### src/rtl/aasu_pkg.sv
`default_nettype none

package aasu_pkg;

    localparam int IN_TDATA_W  = 40;
    localparam int OUT_TDATA_W = 32;
    localparam int NUM_GR      = 6;

    // opcode codes
    localparam logic [2:0] OP_ADD  = 3'd0;
    localparam logic [2:0] OP_ADC  = 3'd1;
    localparam logic [2:0] OP_SUB  = 3'd2;
    localparam logic [2:0] OP_SBB  = 3'd3;
    localparam logic [2:0] OP_DAD  = 3'd4;
    localparam logic [2:0] OP_LOAD = 3'd5;

    // source select codes
    localparam logic [3:0] SEL_MEM = 4'd6;
    localparam logic [3:0] SEL_ACC = 4'd7;
    localparam logic [3:0] SEL_IMM = 4'd8;

    // index of H and L in the register file
    localparam logic [2:0] GR_H = 3'd4;
    localparam logic [2:0] GR_L = 3'd5;

    typedef enum logic [2:0] {
        CLS_ADD,
        CLS_SUB,
        CLS_DAD,
        CLS_LOAD,
        CLS_NOP
    } op_class_t;

    typedef enum logic [1:0] {
        SRC_REG,
        SRC_ACC,
        SRC_EXT,
        SRC_NONE
    } src_kind_t;

    typedef struct packed {
        op_class_t   cls;
        logic        use_carry;
        src_kind_t   src_kind;
        logic [2:0]  reg_idx;
        logic [1:0]  pair;
        logic [7:0]  ext_byte;
        logic [15:0] stack_pointer;
    } item_t;

    typedef struct packed {
        logic sign;
        logic zero;
        logic aux_carry;
        logic parity;
        logic carry;
    } flags_t;

endpackage

`default_nettype wire

### src/rtl/aasu_front.sv
`default_nettype none

module aasu_front (
    input  wire logic                             s_axis_tvalid,
    output logic                                  s_axis_tready,
    // opcode[2:0], source_select[6:3], memory_data[14:7],
    // immediate_byte[22:15], stack_pointer[38:23], zero pad[39]
    input  wire logic [aasu_pkg::IN_TDATA_W-1:0]  s_axis_tdata,
    input  wire logic                             q_full,
    output logic                                  q_push,
    output aasu_pkg::item_t                       q_item
);

    logic [2:0]  opcode;
    logic [3:0]  source_select;
    logic [7:0]  memory_data;
    logic [7:0]  immediate_byte;
    logic [15:0] stack_pointer;

    assign opcode         = s_axis_tdata[2:0];
    assign source_select  = s_axis_tdata[6:3];
    assign memory_data    = s_axis_tdata[14:7];
    assign immediate_byte = s_axis_tdata[22:15];
    assign stack_pointer  = s_axis_tdata[38:23];

    assign s_axis_tready = !q_full;
    assign q_push        = s_axis_tvalid && !q_full;

    always_comb begin
        q_item               = '0;
        q_item.reg_idx       = source_select[2:0];
        q_item.pair          = source_select[1:0];
        q_item.stack_pointer = stack_pointer;
        q_item.use_carry     = (opcode == aasu_pkg::OP_ADC) || (opcode == aasu_pkg::OP_SBB);
        q_item.ext_byte      = immediate_byte;

        priority if (source_select < aasu_pkg::SEL_MEM) begin
            q_item.src_kind = aasu_pkg::SRC_REG;
        end else if (source_select == aasu_pkg::SEL_MEM) begin
            q_item.src_kind = aasu_pkg::SRC_EXT;
            q_item.ext_byte = memory_data;
        end else if (source_select == aasu_pkg::SEL_ACC) begin
            q_item.src_kind = aasu_pkg::SRC_ACC;
        end else begin
            q_item.src_kind = aasu_pkg::SRC_EXT;
        end

        unique case (opcode)
            aasu_pkg::OP_ADD, aasu_pkg::OP_ADC: begin
                q_item.cls = aasu_pkg::CLS_ADD;
            end
            aasu_pkg::OP_SUB, aasu_pkg::OP_SBB: begin
                q_item.cls = aasu_pkg::CLS_SUB;
            end
            aasu_pkg::OP_DAD: begin
                q_item.cls = aasu_pkg::CLS_DAD;
            end
            aasu_pkg::OP_LOAD: begin
                q_item.cls = aasu_pkg::CLS_LOAD;
                // load into memory or past the accumulator writes nothing
                if (source_select == aasu_pkg::SEL_MEM || source_select >= aasu_pkg::SEL_IMM) begin
                    q_item.src_kind = aasu_pkg::SRC_NONE;
                end
            end
            default: begin
                q_item.cls = aasu_pkg::CLS_NOP;
            end
        endcase
    end

endmodule

`default_nettype wire

### src/rtl/aasu_queue.sv
`default_nettype none

module aasu_queue #(
    parameter int DEPTH = 2
) (
    input  wire logic            aclk,
    input  wire logic            aresetn,
    input  wire logic            push,
    input  wire aasu_pkg::item_t push_item,
    output logic                 full,
    input  wire logic            pop,
    output logic                 head_valid,
    output aasu_pkg::item_t      head_item
);

    localparam int PTR_W = (DEPTH > 1) ? $clog2(DEPTH) : 1;
    localparam int CNT_W = $clog2(DEPTH + 1);

    aasu_pkg::item_t  mem_reg [DEPTH];
    logic [PTR_W-1:0] wr_ptr_reg, wr_ptr_next;
    logic [PTR_W-1:0] rd_ptr_reg, rd_ptr_next;
    logic [CNT_W-1:0] count_reg, count_next;
    logic             do_push, do_pop;

    assign full       = (count_reg == CNT_W'(DEPTH));
    assign head_valid = (count_reg != '0);
    assign head_item  = mem_reg[rd_ptr_reg];
    assign do_push    = push && !full;
    assign do_pop     = pop && head_valid;

    always_comb begin
        wr_ptr_next = wr_ptr_reg;
        rd_ptr_next = rd_ptr_reg;
        count_next  = count_reg;
        if (do_push) begin
            wr_ptr_next = (wr_ptr_reg == PTR_W'(DEPTH - 1)) ? '0 : wr_ptr_reg + 1'b1;
        end
        if (do_pop) begin
            rd_ptr_next = (rd_ptr_reg == PTR_W'(DEPTH - 1)) ? '0 : rd_ptr_reg + 1'b1;
        end
        if (do_push && !do_pop) begin
            count_next = count_reg + 1'b1;
        end else if (do_pop && !do_push) begin
            count_next = count_reg - 1'b1;
        end
    end

    always_ff @(posedge aclk) begin
        if (!aresetn) begin
            wr_ptr_reg <= '0;
            rd_ptr_reg <= '0;
            count_reg  <= '0;
        end else begin
            wr_ptr_reg <= wr_ptr_next;
            rd_ptr_reg <= rd_ptr_next;
            count_reg  <= count_next;
        end
    end

    always_ff @(posedge aclk) begin
        if (do_push) begin
            mem_reg[wr_ptr_reg] <= push_item;
        end
    end

endmodule

`default_nettype wire

### src/rtl/aasu_exec.sv
`default_nettype none

module aasu_exec (
    input  wire logic                             aclk,
    input  wire logic                             aresetn,
    input  wire logic                             q_valid,
    input  wire aasu_pkg::item_t                  q_item,
    output logic                                  q_pop,
    output logic                                  m_axis_tvalid,
    input  wire logic                             m_axis_tready,
    output logic [aasu_pkg::OUT_TDATA_W-1:0]      m_axis_tdata
);

    logic [7:0]       acc_reg, acc_next;
    logic [7:0]       gr_reg [aasu_pkg::NUM_GR];
    logic [7:0]       gr_next [aasu_pkg::NUM_GR];
    aasu_pkg::flags_t flags_reg, flags_next;

    logic                                 m_valid_reg, m_valid_next;
    logic [aasu_pkg::OUT_TDATA_W-1:0]     m_data_reg;

    logic [7:0]  src;
    logic        cin;
    logic [8:0]  add9, sub9;
    logic [4:0]  add_nib, sub_nib;
    logic [7:0]  res;
    logic [15:0] addend;
    logic [16:0] dad_sum;

    assign q_pop         = q_valid && (!m_valid_reg || m_axis_tready);
    assign m_axis_tvalid = m_valid_reg;
    assign m_axis_tdata  = m_data_reg;

    always_comb begin
        unique case (q_item.src_kind)
            aasu_pkg::SRC_REG: begin
                unique case (q_item.reg_idx)
                    3'd0:    src = gr_reg[0];
                    3'd1:    src = gr_reg[1];
                    3'd2:    src = gr_reg[2];
                    3'd3:    src = gr_reg[3];
                    3'd4:    src = gr_reg[4];
                    3'd5:    src = gr_reg[5];
                    default: src = '0;
                endcase
            end
            aasu_pkg::SRC_ACC:  src = acc_reg;
            aasu_pkg::SRC_EXT:  src = q_item.ext_byte;
            default:            src = q_item.ext_byte;
        endcase

        unique case (q_item.pair)
            2'd0:    addend = {gr_reg[0], gr_reg[1]};
            2'd1:    addend = {gr_reg[2], gr_reg[3]};
            2'd2:    addend = {gr_reg[4], gr_reg[5]};
            default: addend = q_item.stack_pointer;
        endcase
    end

    assign cin     = q_item.use_carry & flags_reg.carry;
    assign add9    = {1'b0, acc_reg} + {1'b0, src} + 9'(cin);
    // borrow shows as bit 8 of the difference going negative
    assign sub9    = {1'b0, acc_reg} - {1'b0, src} - 9'(cin);
    assign add_nib = {1'b0, acc_reg[3:0]} + {1'b0, src[3:0]} + 5'(cin);
    assign sub_nib = {1'b0, acc_reg[3:0]} - {1'b0, src[3:0]} - 5'(cin);
    assign res     = (q_item.cls == aasu_pkg::CLS_SUB) ? sub9[7:0] : add9[7:0];
    assign dad_sum = {1'b0, gr_reg[aasu_pkg::GR_H], gr_reg[aasu_pkg::GR_L]} + {1'b0, addend};

    always_comb begin
        acc_next   = acc_reg;
        gr_next    = gr_reg;
        flags_next = flags_reg;

        unique case (q_item.cls)
            aasu_pkg::CLS_ADD, aasu_pkg::CLS_SUB: begin
                acc_next             = res;
                flags_next.sign      = res[7];
                flags_next.zero      = (res == '0);
                flags_next.parity    = ~^res;
                if (q_item.cls == aasu_pkg::CLS_SUB) begin
                    flags_next.carry     = sub9[8];
                    flags_next.aux_carry = sub_nib[4];
                end else begin
                    flags_next.carry     = add9[8];
                    flags_next.aux_carry = add_nib[4];
                end
            end
            aasu_pkg::CLS_DAD: begin
                gr_next[aasu_pkg::GR_H] = dad_sum[15:8];
                gr_next[aasu_pkg::GR_L] = dad_sum[7:0];
                flags_next.carry        = dad_sum[16];
            end
            aasu_pkg::CLS_LOAD: begin
                if (q_item.src_kind == aasu_pkg::SRC_ACC) begin
                    acc_next = q_item.ext_byte;
                end else if (q_item.src_kind == aasu_pkg::SRC_REG) begin
                    for (int i = 0; i < aasu_pkg::NUM_GR; i++) begin
                        if (q_item.reg_idx == 3'(i)) begin
                            gr_next[i] = q_item.ext_byte;
                        end
                    end
                end
            end
            default: begin
            end
        endcase
    end

    always_comb begin
        m_valid_next = m_valid_reg;
        if (q_pop) begin
            m_valid_next = 1'b1;
        end else if (m_axis_tready) begin
            m_valid_next = 1'b0;
        end
    end

    always_ff @(posedge aclk) begin
        if (!aresetn) begin
            acc_reg     <= '0;
            flags_reg   <= '0;
            m_valid_reg <= 1'b0;
            for (int i = 0; i < aasu_pkg::NUM_GR; i++) begin
                gr_reg[i] <= '0;
            end
        end else begin
            m_valid_reg <= m_valid_next;
            if (q_pop) begin
                acc_reg   <= acc_next;
                flags_reg <= flags_next;
                gr_reg    <= gr_next;
            end
        end
    end

    // result word holds the state after the step
    always_ff @(posedge aclk) begin
        if (q_pop) begin
            m_data_reg <= {3'b000, flags_next.carry, flags_next.parity, flags_next.aux_carry,
                           flags_next.zero, flags_next.sign,
                           gr_next[aasu_pkg::GR_H], gr_next[aasu_pkg::GR_L], acc_next};
        end
    end

endmodule

`default_nettype wire

### src/rtl/accumulator_add_sub_unit_top.sv
`default_nettype none

// channel   dir  ports            word
// s_axis    in   tvalid/tready    40-bit operation word
// m_axis    out  tvalid/tready    32-bit state and flags word
//
// one word per cycle sustained while m_axis is not stalled; a result reaches m_axis
// through the queue register and then the result register
// the executer updates accumulator, B..L and flags in the cycle it pops the queue
// aresetn clears accumulator, B..L, flags and queue pointers, no clearing pass
// a stalled m_axis side fills the queue (QUEUE_DEPTH words), then s_axis_tready drops

module accumulator_add_sub_unit_top #(
    parameter int QUEUE_DEPTH = 2
) (
    input  wire logic                             aclk,
    input  wire logic                             aresetn,
    input  wire logic                             s_axis_tvalid,
    output logic                                  s_axis_tready,
    // opcode[2:0], source_select[6:3], memory_data[14:7],
    // immediate_byte[22:15], stack_pointer[38:23], zero pad[39]
    input  wire logic [aasu_pkg::IN_TDATA_W-1:0]  s_axis_tdata,
    output logic                                  m_axis_tvalid,
    input  wire logic                             m_axis_tready,
    // accumulator_out[7:0], hl_pair_out[23:8], sign_flag[24], zero_flag[25],
    // aux_carry_flag[26], parity_flag[27], carry_flag[28], zero pad[31:29]
    output logic [aasu_pkg::OUT_TDATA_W-1:0]      m_axis_tdata
);

    logic            q_full;
    logic            q_push;
    aasu_pkg::item_t q_push_item;
    logic            q_pop;
    logic            q_valid;
    aasu_pkg::item_t q_head;

    aasu_front u_front (
        .s_axis_tvalid (s_axis_tvalid),
        .s_axis_tready (s_axis_tready),
        .s_axis_tdata  (s_axis_tdata),
        .q_full        (q_full),
        .q_push        (q_push),
        .q_item        (q_push_item)
    );

    aasu_queue #(
        .DEPTH (QUEUE_DEPTH)
    ) u_queue (
        .aclk       (aclk),
        .aresetn    (aresetn),
        .push       (q_push),
        .push_item  (q_push_item),
        .full       (q_full),
        .pop        (q_pop),
        .head_valid (q_valid),
        .head_item  (q_head)
    );

    aasu_exec u_exec (
        .aclk          (aclk),
        .aresetn       (aresetn),
        .q_valid       (q_valid),
        .q_item        (q_head),
        .q_pop         (q_pop),
        .m_axis_tvalid (m_axis_tvalid),
        .m_axis_tready (m_axis_tready),
        .m_axis_tdata  (m_axis_tdata)
    );

endmodule

`default_nettype wire

### config.mk
export PLATFORM = sky130hd
export DESIGN_NAME = accumulator_add_sub_unit_top
export DESIGN_NICKNAME = d
export VERILOG_FILES = /design/src/rtl/aasu_pkg.sv /design/src/rtl/aasu_front.sv /design/src/rtl/aasu_queue.sv /design/src/rtl/aasu_exec.sv /design/src/rtl/accumulator_add_sub_unit_top.sv
export SDC_FILE = /design/constraint.sdc
export NUM_CORES = 1
export LEC_CHECK = 0
export ABC_CLOCK_PERIOD_IN_PS = 14000
export BUFFER_PORTS_ARGS = -buffer_cell sky130_fd_sc_hd__buf_2
export CAP_MARGIN = 20
export CORE_UTILIZATION = 34
export DETAILED_ROUTE_END_ITERATION = 16
export PLACE_DENSITY_LB_ADDON = 0.08
export REMOVE_ABC_BUFFERS = 1
export SYNTH_ARGS = -nofsm -noshare
export SYNTH_HDL_FRONTEND = slang
export SYNTH_SLANG_ARGS = --single-unit
### constraint.sdc
create_clock -name aclk -period 14 [get_ports aclk]
set_clock_uncertainty 0.2 [all_clocks]
set_input_delay 4.2 -clock aclk [delete_from_list [all_inputs] [get_ports aclk]]
set_output_delay 4.2 -clock aclk [all_outputs]
set_load 0.02 [all_outputs]
# Word level (Yosys, flattened, before mapping)
# Memory sizes are Yosys's and may differ from the RTL's. A register that Yosys moved wholly into a read port is not among the register bits.
# Index checks and enable logic that the tools add are counted.
# totals
memories,1
elab_cells,117
regBits,95
ramBits,70
in_bits,44
# classes
mux,33
addsub,13
reduce_logical,30
magnitude_cmp,2
eq_ne,19
bitwise_logic,2
# mem_list
memory,depth,word_bits,rd,rd_ports_with_merged_regs,write_ports,line,rtl
u_queue.mem_reg,2,35,1,1,1,aasu_queue.sv:19,aasu_pkg::item_t mem_reg [DEPTH];
# ops
operator,n
$mux W8,6
$pmux W16 S3,1
$pmux W8 S6,1
$mux W16,2
$pmux W16 S2,1
$pmux W8 S2,2
$reduce_and A5 Y1,4
$eq A3 B2 Y1 const B,6
$add A16 B16 Y17,1
$mux W2,7
$eq A3 B3 Y1 const B,4
$pmux W3 S4,1
$mux W1,10
$add A8 B8 Y9,1
$add A9 B1 Y9,1
$eq A3 B1 Y1 const B,3
$logic_not A3 Y1,3
$sub A8 B8 Y9,1
$sub A9 B1 Y9,1
$eq A4 B3 Y1 const B,2
$logic_not A8 Y1,1
$reduce_xnor A8 Y1,1
$logic_and A1 B1 Y1,6
$reduce_bool A2 Y1,3
other kinds (19),30

# Longest topological paths before layout
# Gate-level depths: netlist of the first run.
# depth
depth_word,8
ltp_mapped,24
ltp_nobuf,21

# Modules after synthesis
# From an unflattened synthesis of the first run, not the netlist that was laid out.
# unflattened
hier_cells,899
hier_area_um2,9826.9
# modules_own_cells
module,instances,area_each_um2,cells_each
aasu_exec,1,6697.7,722
aasu_queue,1,2760.1,134
aasu_front,1,369.1,43

# Least setup slack after synthesis of the first run
# No wires, ideal clock.
# synth_timing
kind,input port to flip-flop
start,input port m_axis_tready
end,"register u_exec.m_data_reg, in the netlist u_exec.m_axis_tdata[0] (enable)"
path_buffers,3
setup_time_ps,404
slack_ps,7363
path_stages,6
required_ps,13396
arrival_ps,6032
cell_sequence,nor2b_1 > or2_2 > clkbuf_1 > inv_1 > clkbuf_1 > clkbuf_1
# synth_between
elab_chain_cells,2
# synth_rtl
item,line,rtl
from (decl),accumulator_add_sub_unit_top.sv:24,"input wire logic m_axis_tready,"
$logic_or A1 B1 Y1,aasu_exec.sv:30,assign q_pop = q_valid && (!m_valid_reg || m_axis_tready);
$logic_and A1 B1 Y1,aasu_exec.sv:30,
named net q_pop,accumulator_add_sub_unit_top.sv:33,logic q_pop;
to (signal assigned),aasu_exec.sv:139,"m_data_reg <= {3'b000, flags_next.carry, flags_next.parity, flags_next.aux_carry,"
to (decl),aasu_exec.sv:20,logic [aasu_pkg::OUT_TDATA_W-1:0] m_data_reg;
# The timed path passes the listed nets, and every way through them passes these cells.
# A chain may end at the register's enable or synchronous reset.

# Worst setup path in the final report of the first run
# layout_timing
start,input port m_axis_tready
end,register u_exec.gr_reg[35] (netlist bit)
# layout_between
elab_chain_cells,3
# layout_rtl
item,line,rtl
$logic_or A1 B1 Y1,aasu_exec.sv:30,
$logic_and A1 B1 Y1,aasu_exec.sv:30,
$reduce_and A5 Y1 (no source line),-,
to (signal assigned),aasu_exec.sv:131,gr_reg <= gr_next;
to (decl),aasu_exec.sv:15,logic [7:0] gr_reg [aasu_pkg::NUM_GR];
# Every way passes these cells.

==> flow_summary.toml, run 1 <==
[synthesis]
yosysUniqueCellTypes = 82
yosysWarningCount = 0
ys_ff_latch = 162
synthesis.area_mm2 = 0.00938
ys_async_sr_fraction = 0
yosysSeqAreaShare = 0.447
synth-edff-count = 95
postSynthAreaPerCell_um2 = 10.6
synthCells = 889
ys.flop_type = "edfxtp_1"

[drt]
drtPass1Iterations = 7
met3_length_um = 1360
dr.first_iter.drc_count = 598
dr.max_layer_used = "met4"
vias = 7145
via_per_inst = 5.48
ant_nets = 0
avgRoutedWirePerCell_um = 20.4
wirelength_um = 26600
drc = 0
dr_wl_met2_um = 11500
m1WireLength_um = 13300

[layout]
fillerInstances = 2690
area_delta_synth_final_pct = 13.8
multiInputGateArea_mm2 = 0.00480
drive_above_1_share = 0.213
regArea_mm2 = 0.00420
nets = 1042
largest_reg_flops = 66
diodes = 0

[setup_path]
cp-start-kind = "input port"
critPathKind = "input port to register"
cp-startpoint = "m_axis_tready"
r2r_slack_ns = 8.16
critPathMaxFanout = 24
cp.arrival_ns = 6.25
cp-end-kind = "register"
cp.required_ns = 14.14

[placement]
pre_cts_ws_ns = 7.49
place_hpwl_um = 19400
io_buffers = 73
finalWeightedCongestion = 0.880

[grt]
grt_pass1_vias = 6794
grt-ovfl-total = 0
grt_start_max_net_pins = 59
antenna_found_initial = 0
grt_use_total = 0.196
grt_first_pass_wirelength_um = 41600

[timing]
final-max-slew-violation-count = 0
period_minus_slack_ns = 6.11
finalSetupViolCount = 0
whs_ns = 0.259
hold_violations = 0
layout_setup_ws_ns = 7.89
maxClockFrequency_ghz = 0.164
relSlewSlack = 0.355
rsz0062_at_grt = "no"
setup_tns_ns = 0
period_share = 0.436
tightest_slew_ns = 0.967

[pwr]
ir_drop_mv = 0.0968
cellPowerDensity_mw_per_mm2 = 241
p_leak_nw = 4.03

[flow_run]
maxCapViolCount = 0

[clock_network]
cts-root-buf = "clkbuf_16"
cts_hold_buf = 0
postCtsSetupBuffers = 0
clock_sinks = 162
cts.repair.resized = 0
cts_max_level = 4
clock_latency_ns = 0.43
clk_path_buf_depth = 2
tritoncts = "built"
clk_pin_slew_ns = 0.07
numCtsBuffers = 17

[die]
dieArea_mm2 = 0.0283
io_pins = 78
initial_core_util = 0.347
rows = 60
coreArea_mm2 = 0.0270
die_h_um = 168
fp.dieW_um = 168

[worst_hold_path]
hp-start = "u_exec.flags_reg[3]$_SDFFE_PN0P_"
hold_path.class = "register to register"

[run_status]
status = "finished, final reports clean"
## stage by stage
step | utilization | area (µm²) | cells | total power [mW]
after global placement | 0.371 | 10000 | 1272 | 2.09
after global routing | 0.395 | 10700 | 1305 | 2.78
after floorplan | - | 9130 | 844 | 1.71
after detailed placement | 0.371 | 10000 | 1272 | 2.09
after CTS | 0.394 | 10700 | 1304 | 2.60
final | 0.395 | 10700 | 1305 | 2.58
## synthesized netlist by cell type (all sizes together), types with 9 or more instances
cell / instances / share of area
ha: 42 / 0.056
xor2: 9 / 0.0084
o21ai: 41 / 0.022
nand2: 76 / 0.030
mux4: 17 / 0.041
clkbuf: 17 / 0.0068
inv: 39 / 0.016
mux2: 35 / 0.042
nor3: 16 / 0.0096
o221ai: 12 / 0.012
dfxtp: 67 / 0.14
edfxtp: 95 / 0.30
mux2i: 20 / 0.024
a21oi: 60 / 0.032
a211oi: 39 / 0.032
xnor2: 15 / 0.014
nand3: 9 / 0.0048
nor2b: 10 / 0.0067
a31oi: 16 / 0.011
o21a: 12 / 0.0096
nor2: 75 / 0.030
buf: 30 / 0.021
## path summary, 6_finish.rpt
| path | depth (start not counted) | end |
|---|---|---|
| hold reg to reg | 2 | u_exec.flags_reg[3]$_SDFFE_PN0P_ |
| hold / removal | 2 | u_exec.flags_reg[3]$_SDFFE_PN0P_ |
| setup reg to reg | 21 | u_exec.flags_reg[1]$_SDFFE_PN0P_ |
| setup / recovery | 8 | u_exec.gr_reg[35]$_SDFFE_PN0P_ |
## critical path: stages
cell	delay (ns)
buf_2	0.08
nor2b_1	0.05
or2_2	0.55
nor3_2	0.30
nor2b_1	0.53
buf_4	0.28
nor2_1	0.05
a211oi_1	0.19
## where the power goes
group | internal (mW) | total, mW | switching (mW)
clock network | 0.278 | 0.497 | 0.219
logic | 0.539 | 1.35 | 0.807
registers | 0.654 | 0.734 | 0.0791
## final cells by class
class / count / share of cell area
repair buffers: 88 / 0.0459
inverters: 39 / 0.0137
clock inverters: 12 / 0.0124
multi-input cells: 643 / 0.449
flip-flops and latches: 162 / 0.393
clock buffers: 20 / 0.0458
well taps: 341 / 0.0400
## cells in the final DEF (no fill, tap or decap), drive strengths merged, types with 8 or more instances in the layout
master,synthesis,final
nor3,16,16
nand3,9,9
buf,30,88
mux4,17,17
mux2,35,35
xnor2,15,15
nor2b,10,10
nor2,75,75
a31oi,16,16
edfxtp,95,95
clkbuf,17,20
a21oi,60,60
or2,8,8
o22ai,8,8
nand2b,8,8
o21ai,41,41
a21o,8,8
or3,8,8
xor2,9,9
and2,8,8
nand2,76,76
ha,42,42
o21a,12,12
o221ai,12,12
a211oi,39,39
mux2i,20,20
inv,39,46
dfxtp,67,67
## logic make-up (layout without fill, tap and decap cells)
| family | Yosys count | count (layout) | synth area share |
|---|---|---|---|
| DFF | 162 | 162 | 0.447 |
| AOI/OAI and AO/OA | 253 | 253 | 0.185 |
| other | 1 | 3 | 0.000400 |
| xor gates and xnor gates | 24 | 24 | 0.0224 |
| muxes | 72 | 72 | 0.107 |
| adders and majority gates | 47 | 47 | 0.0667 |
| and+or+nand+nor | 244 | 244 | 0.127 |
| buffers and inverters | 86 | 159 | 0.0436 |
## metal layers
metal	vias to the layer above	track usage
li1	3458	-
met1	3470	0.286
met2	191	0.294
met3	26	0.0336
met4	0	0.0589
met5	-	0
Note: power is estimated with default switching activity, not from simulation.
==> run 2, diff against run 1 <==
--- a/config.mk
+++ b/config.mk
@@ -5,7 +5,7 @@
 export SDC_FILE = /design/constraint.sdc
 export NUM_CORES = 1
 export LEC_CHECK = 0
-export ABC_CLOCK_PERIOD_IN_PS = 14000
+export ABC_CLOCK_PERIOD_IN_PS = 5900
 export BUFFER_PORTS_ARGS = -buffer_cell sky130_fd_sc_hd__buf_2
 export CAP_MARGIN = 20
 export CORE_UTILIZATION = 34
==> constraint.sdc (replaced) <==
create_clock -name aclk -period 5.9 [get_ports aclk]
set_clock_uncertainty 0.2 [all_clocks]
set_input_delay 1.77 -clock aclk [delete_from_list [all_inputs] [get_ports aclk]]
set_output_delay 1.77 -clock aclk [all_outputs]
set_load 0.02 [all_outputs]
==> flow_summary.toml, run 2 (synthesis gave the netlist of run 1 again) <==
[timing]
period_minus_slack_ns = 5.19
finalSetupViolCount = 0
relSlewSlack = 0.343
tightest_slew_ns = 0.986
period_share = 0.880
maxClockFrequency_ghz = 0.193
rsz0062_at_grt = "no"
layout_setup_ws_ns = 0.707
hold_violations = 0
final-max-slew-violation-count = 0
setup_tns_ns = 0

[drt]
vias = 7198
drc = 0
ant_nets = 0
drtPass1Iterations = 7
wirelength_um = 27200
via_per_inst = 5.47
dr.first_iter.drc_count = 485
avgRoutedWirePerCell_um = 20.7

[die]
dieArea_mm2 = 0.0283
initial_core_util = 0.347
rows = 60
fp.dieW_um = 168
io_pins = 78
die_h_um = 168
coreArea_mm2 = 0.0270

[worst_hold_path]
hold_path.class = "register to register"

[setup_path]
cp.arrival_ns = 5.27
crit_chain = "mux2_2, mux4_2, nand2_1, a31oi_1, fa_1, inv_1, ha_1, nor2_1, fa_1, a21boi_0, nor4_1, or3_1, a21oi_1, a21oi_1, ha_1, xnor2_1, xnor2_1, o21ai_0, nor2_1, nor3_1"
cpPeakStageDelay_ns = 0.52
crit_family = "adder cells"
slowest_stage = "mux2_2"
cp.required_ns = 5.98
crit_buf_inv = 1
critPathMaxFanout = 13
cp-end-kind = "register"
critPathKind = "register to register"
cp-start-kind = "register"

[clock_network]
clk_pin_slew_ns = 0.07
postCtsSetupBuffers = 0
cts_max_level = 4
cts-root-buf = "clkbuf_16"
numCtsBuffers = 17
clock_sinks = 162
cts_hold_buf = 0
tritoncts = "built"
clock_latency_ns = 0.44
clk_path_buf_depth = 2
cts.repair.resized = 0

[layout]
largest_reg_flops = 66
fin_cells = 1315
nets = 1052
fin_util = 0.396
finish.instance_area_mm2 = 0.0107
drive_above_1_share = 0.219
diodes = 0
area_delta_synth_final_pct = 14.1
layout_common_cells = "95 x edfxtp_1, 76 x nand2_1, 74 x nor2_1"
final_common_cell = "edfxtp_1"

[grt]
antenna_found_initial = 0
grt_use_total = 0.198
grt_pass1_vias = 6905
grt_start_max_net_pins = 47
grt_first_pass_wirelength_um = 41900
grt-ovfl-total = 0

[placement]
io_buffers = 73
place_hpwl_um = 19800
post_dp_cell_area_mm2 = 0.0101
dp.cells = 1282
finalWeightedCongestion = 0.884
pre_cts_ws_ns = 0.708

[pwr]
cellPowerDensity_mw_per_mm2 = 569
ir_drop_mv = 0.240
p_leak_nw = 4.05

[run_status]
status = "finished, final reports clean"

[flow_run]
maxCapViolCount = 0
run 2: cell count changes in the layout (fill, tap and decap cells not counted), sizes merged:
cell / delta
inv: -1
clkinvlp: +1
clkinv: +1
clkbuf: -1
buf: +10
run 2: path summary, 6_finish.rpt:
path	from	to	slack, ns	cells after the start
setup / recovery	register	u_exec.flags_reg[1]$_SDFFE_PN0P_	0.71	20
hold / removal	u_exec.flags_reg[3]$_SDFFE_PN0P_	u_exec.flags_reg[3]$_SDFFE_PN0P_	0.26	2
setup reg to reg	register	u_exec.flags_reg[1]$_SDFFE_PN0P_	0.71	20
hold reg to reg	u_exec.flags_reg[3]$_SDFFE_PN0P_	u_exec.flags_reg[3]$_SDFFE_PN0P_	0.26	2
run 2: final cells by class:
cell class                 count  area (µm²)
clock buffer                  19         433
clock inverter                13         129
fill                        2684       16300
inverter                      39         146
multi-input combinational    643        4800
sequential                   162        4200
tap                          341         427
timing repair buffer          98         578
run 2: through the flow:
stage / hold WS, ns / power, mW
finish: 0.263 / 6.09
global route: 0.286 / 6.55
CTS: 0.266 / 6.12
detailed placement: 0.256 / 5.00
global placement: 0.245 / 5.01
floorplan: 0.237 / 4.05
run 2: per-layer routing:
layer,wire length [µm],part of all wire,vias to the layer above,global-route usage
met1,13200,0.48,3475,0.286
li1,-,-,3485,-
met3,1540,0.057,23,0.0317
met2,12200,0.45,215,0.304
met5,0,0,-,0
met4,344,0.013,0,0.0549
run 2: worst register-to-register path: stages (launching register included):
cell and delay, ns:
dfxtp_2 0.50, mux2_2 0.52, mux4_2 0.26, nand2_1 0.07
a31oi_1 0.33, fa_1 0.52, inv_1 0.08, ha_1 0.15
nor2_1 0.06, fa_1 0.40, a21boi_0 0.28, nor4_1 0.13
or3_1 0.38, a21oi_1 0.15, a21oi_1 0.06, ha_1 0.34
xnor2_1 0.19, xnor2_1 0.13, o21ai_0 0.11, nor2_1 0.11
nor3_1 0.05
run 2: where the power goes:
group	switching [mW]	leakage (nW)	internal (mW)
clock network	0.509	0.273	0.591
logic	1.93	2.33	1.31
registers	0.199	1.45	1.55
==> run 3, diff against run 2 <==
--- a/config.mk
+++ b/config.mk
@@ -6,10 +6,12 @@
 export NUM_CORES = 1
 export LEC_CHECK = 0
 export ABC_CLOCK_PERIOD_IN_PS = 5900
-export BUFFER_PORTS_ARGS = -buffer_cell sky130_fd_sc_hd__buf_2
 export CAP_MARGIN = 20
+export CORE_ASPECT_RATIO = 1.25
 export CORE_UTILIZATION = 34
+export CTS_BUF_LIST = sky130_fd_sc_hd__clkbuf_2
 export DETAILED_ROUTE_END_ITERATION = 16
+export DONT_BUFFER_PORTS = 1
 export PLACE_DENSITY_LB_ADDON = 0.08
 export REMOVE_ABC_BUFFERS = 1
 export SYNTH_ARGS = -nofsm -noshare
==> flow_summary.toml, run 3 (synthesis gave the netlist of run 1 again) <==
[layout]
layout_common_cells = "95 x edfxtp_1, 76 x nand2_1, 74 x nor2_1"
fillerInstances = 2714
area_delta_synth_final_pct = 6.13
final_common_cell = "edfxtp_1"
multiInputGateArea_mm2 = 0.00480
finish.instance_area_mm2 = 0.00996
largest_reg_flops = 66
fin_cells = 1245
drive_above_1_share = 0.155
nets = 977
regArea_mm2 = 0.00420

[setup_path]
cp.required_ns = 6.41
critPathMaxFanout = 28
cp.arrival_ns = 5.76
critPathKind = "register to register"
cp-start-kind = "register"
cp-end-kind = "register"

[timing]
relSlewSlack = 0.256
rsz0062_at_grt = "no"
period_share = 0.891
tightest_slew_ns = 1.11
period_minus_slack_ns = 5.26
final-max-slew-violation-count = 0
finalSetupViolCount = 0
hold_violations = 0
maxClockFrequency_ghz = 0.190

[clock_network]
clock_sinks = 162
tritoncts = "built"
clock_latency_ns = 0.84
clk_pin_slew_ns = 0.28
cts.repair.resized = 0
clk_path_buf_depth = 2
numCtsBuffers = 17
cts_max_level = 4
postCtsSetupBuffers = 0
cts-root-buf = "clkbuf_2"
cts_hold_buf = 0

[drt]
vias = 6979
drtPass1Iterations = 5
dr.first_iter.drc_count = 602
ant_nets = 0
wirelength_um = 27500
drc = 0
via_per_inst = 5.61
avgRoutedWirePerCell_um = 22.1

[grt]
antenna_found_initial = 1
grt_use_total = 0.201
grt_start_max_net_pins = 47
grt_pass1_vias = 6829
grt_first_pass_wirelength_um = 41800
grt-ovfl-total = 0

[placement]
dp.cells = 1212
finalWeightedCongestion = 0.910
place_hpwl_um = 20400
io_buffers = 0
post_dp_cell_area_mm2 = 0.00974

[die]
io_pins = 78
rows = 67
die_h_um = 188
coreArea_mm2 = 0.0270
dieArea_mm2 = 0.0283
initial_core_util = 0.348
fp.dieW_um = 151

[run_status]
status = "finished, final reports clean"

[flow_run]
maxCapViolCount = 0

[worst_hold_path]
hp-start = "u_exec.flags_reg[3]$_SDFFE_PN0P_"
hold_path.class = "register to register"

[pwr]
cellPowerDensity_mw_per_mm2 = 556
ir_drop_mv = 0.261
p_leak_nw = 3.60
run 3: layout make-up:
type,count,area share
Clock inverter,14,0.0122
Sequential cell,162,0.421
Antenna cell,1,0.000251
Clock buffer,18,0.00905
Inverter,39,0.0147
Timing Repair Buffer,23,0.0173
Tap cell,345,0.0434
Multi-Input combinational cell,643,0.482
run 3: power breakdown:
group / switching, mW / internal [mW]
registers: 0.342 / 1.56
logic: 1.79 / 1.23
clock network: 0.474 / 0.130
total: 2.61 / 2.92
run 3: stage by stage:
stage / hold WS, ns / power (mW) / utilization / worst slack [ns] / setup TNS, ns
2_1_floorplan: 0.237 / 4.05 / - / -0.830 / -3.15
3_3_place_gp: 0.244 / 4.92 / 0.361 / 0.687 / 0
3_5_place_dp: 0.253 / 4.95 / 0.361 / 0.633 / 0
4_1_cts: 0.282 / 5.57 / 0.369 / 0.596 / 0
5_1_grt: 0.307 / 5.96 / 0.369 / 0.164 / 0
6_report: 0.284 / 5.53 / 0.369 / 0.645 / 0
run 3: worst paths after layout:
| path | endpoint | slack (ns) | depth (start not counted) |
|---|---|---|---|
| max | u_exec.flags_reg[1]$_SDFFE_PN0P_ | 0.64 | 20 |
| min | u_exec.flags_reg[3]$_SDFFE_PN0P_ | 0.28 | 2 |
| max reg2reg | u_exec.flags_reg[1]$_SDFFE_PN0P_ | 0.64 | 20 |
| min reg2reg | u_exec.flags_reg[3]$_SDFFE_PN0P_ | 0.28 | 2 |
run 3: routing by layer:
layer	GRT usage	vias up	part of all wire
met3	0.0343	29	0.044
met1	0.274	3404	0.46
met4	0.0565	0	0.015
met2	0.325	208	0.48
met5	0	-	0
li1	-	3338	-
run 3: worst max-delay path, cell delays in order (launching register included):
cell      delay (ns)
dfxtp_2         0.57
buf_4           0.40
nor3b_2         0.40
nor2_1          0.23
a21oi_1         0.16
o221ai_1        0.22
o221a_2         0.22
ha_1            0.31
inv_1           0.08
ha_1            0.35
a21boi_0        0.17
nor4_1          0.42
o21ai_0         0.23
a21oi_1         0.16
a21oi_1         0.06
ha_1            0.34
xnor2_1         0.19
xnor2_1         0.14
o21ai_0         0.12
nor2_1          0.14
nor3_1          0.05
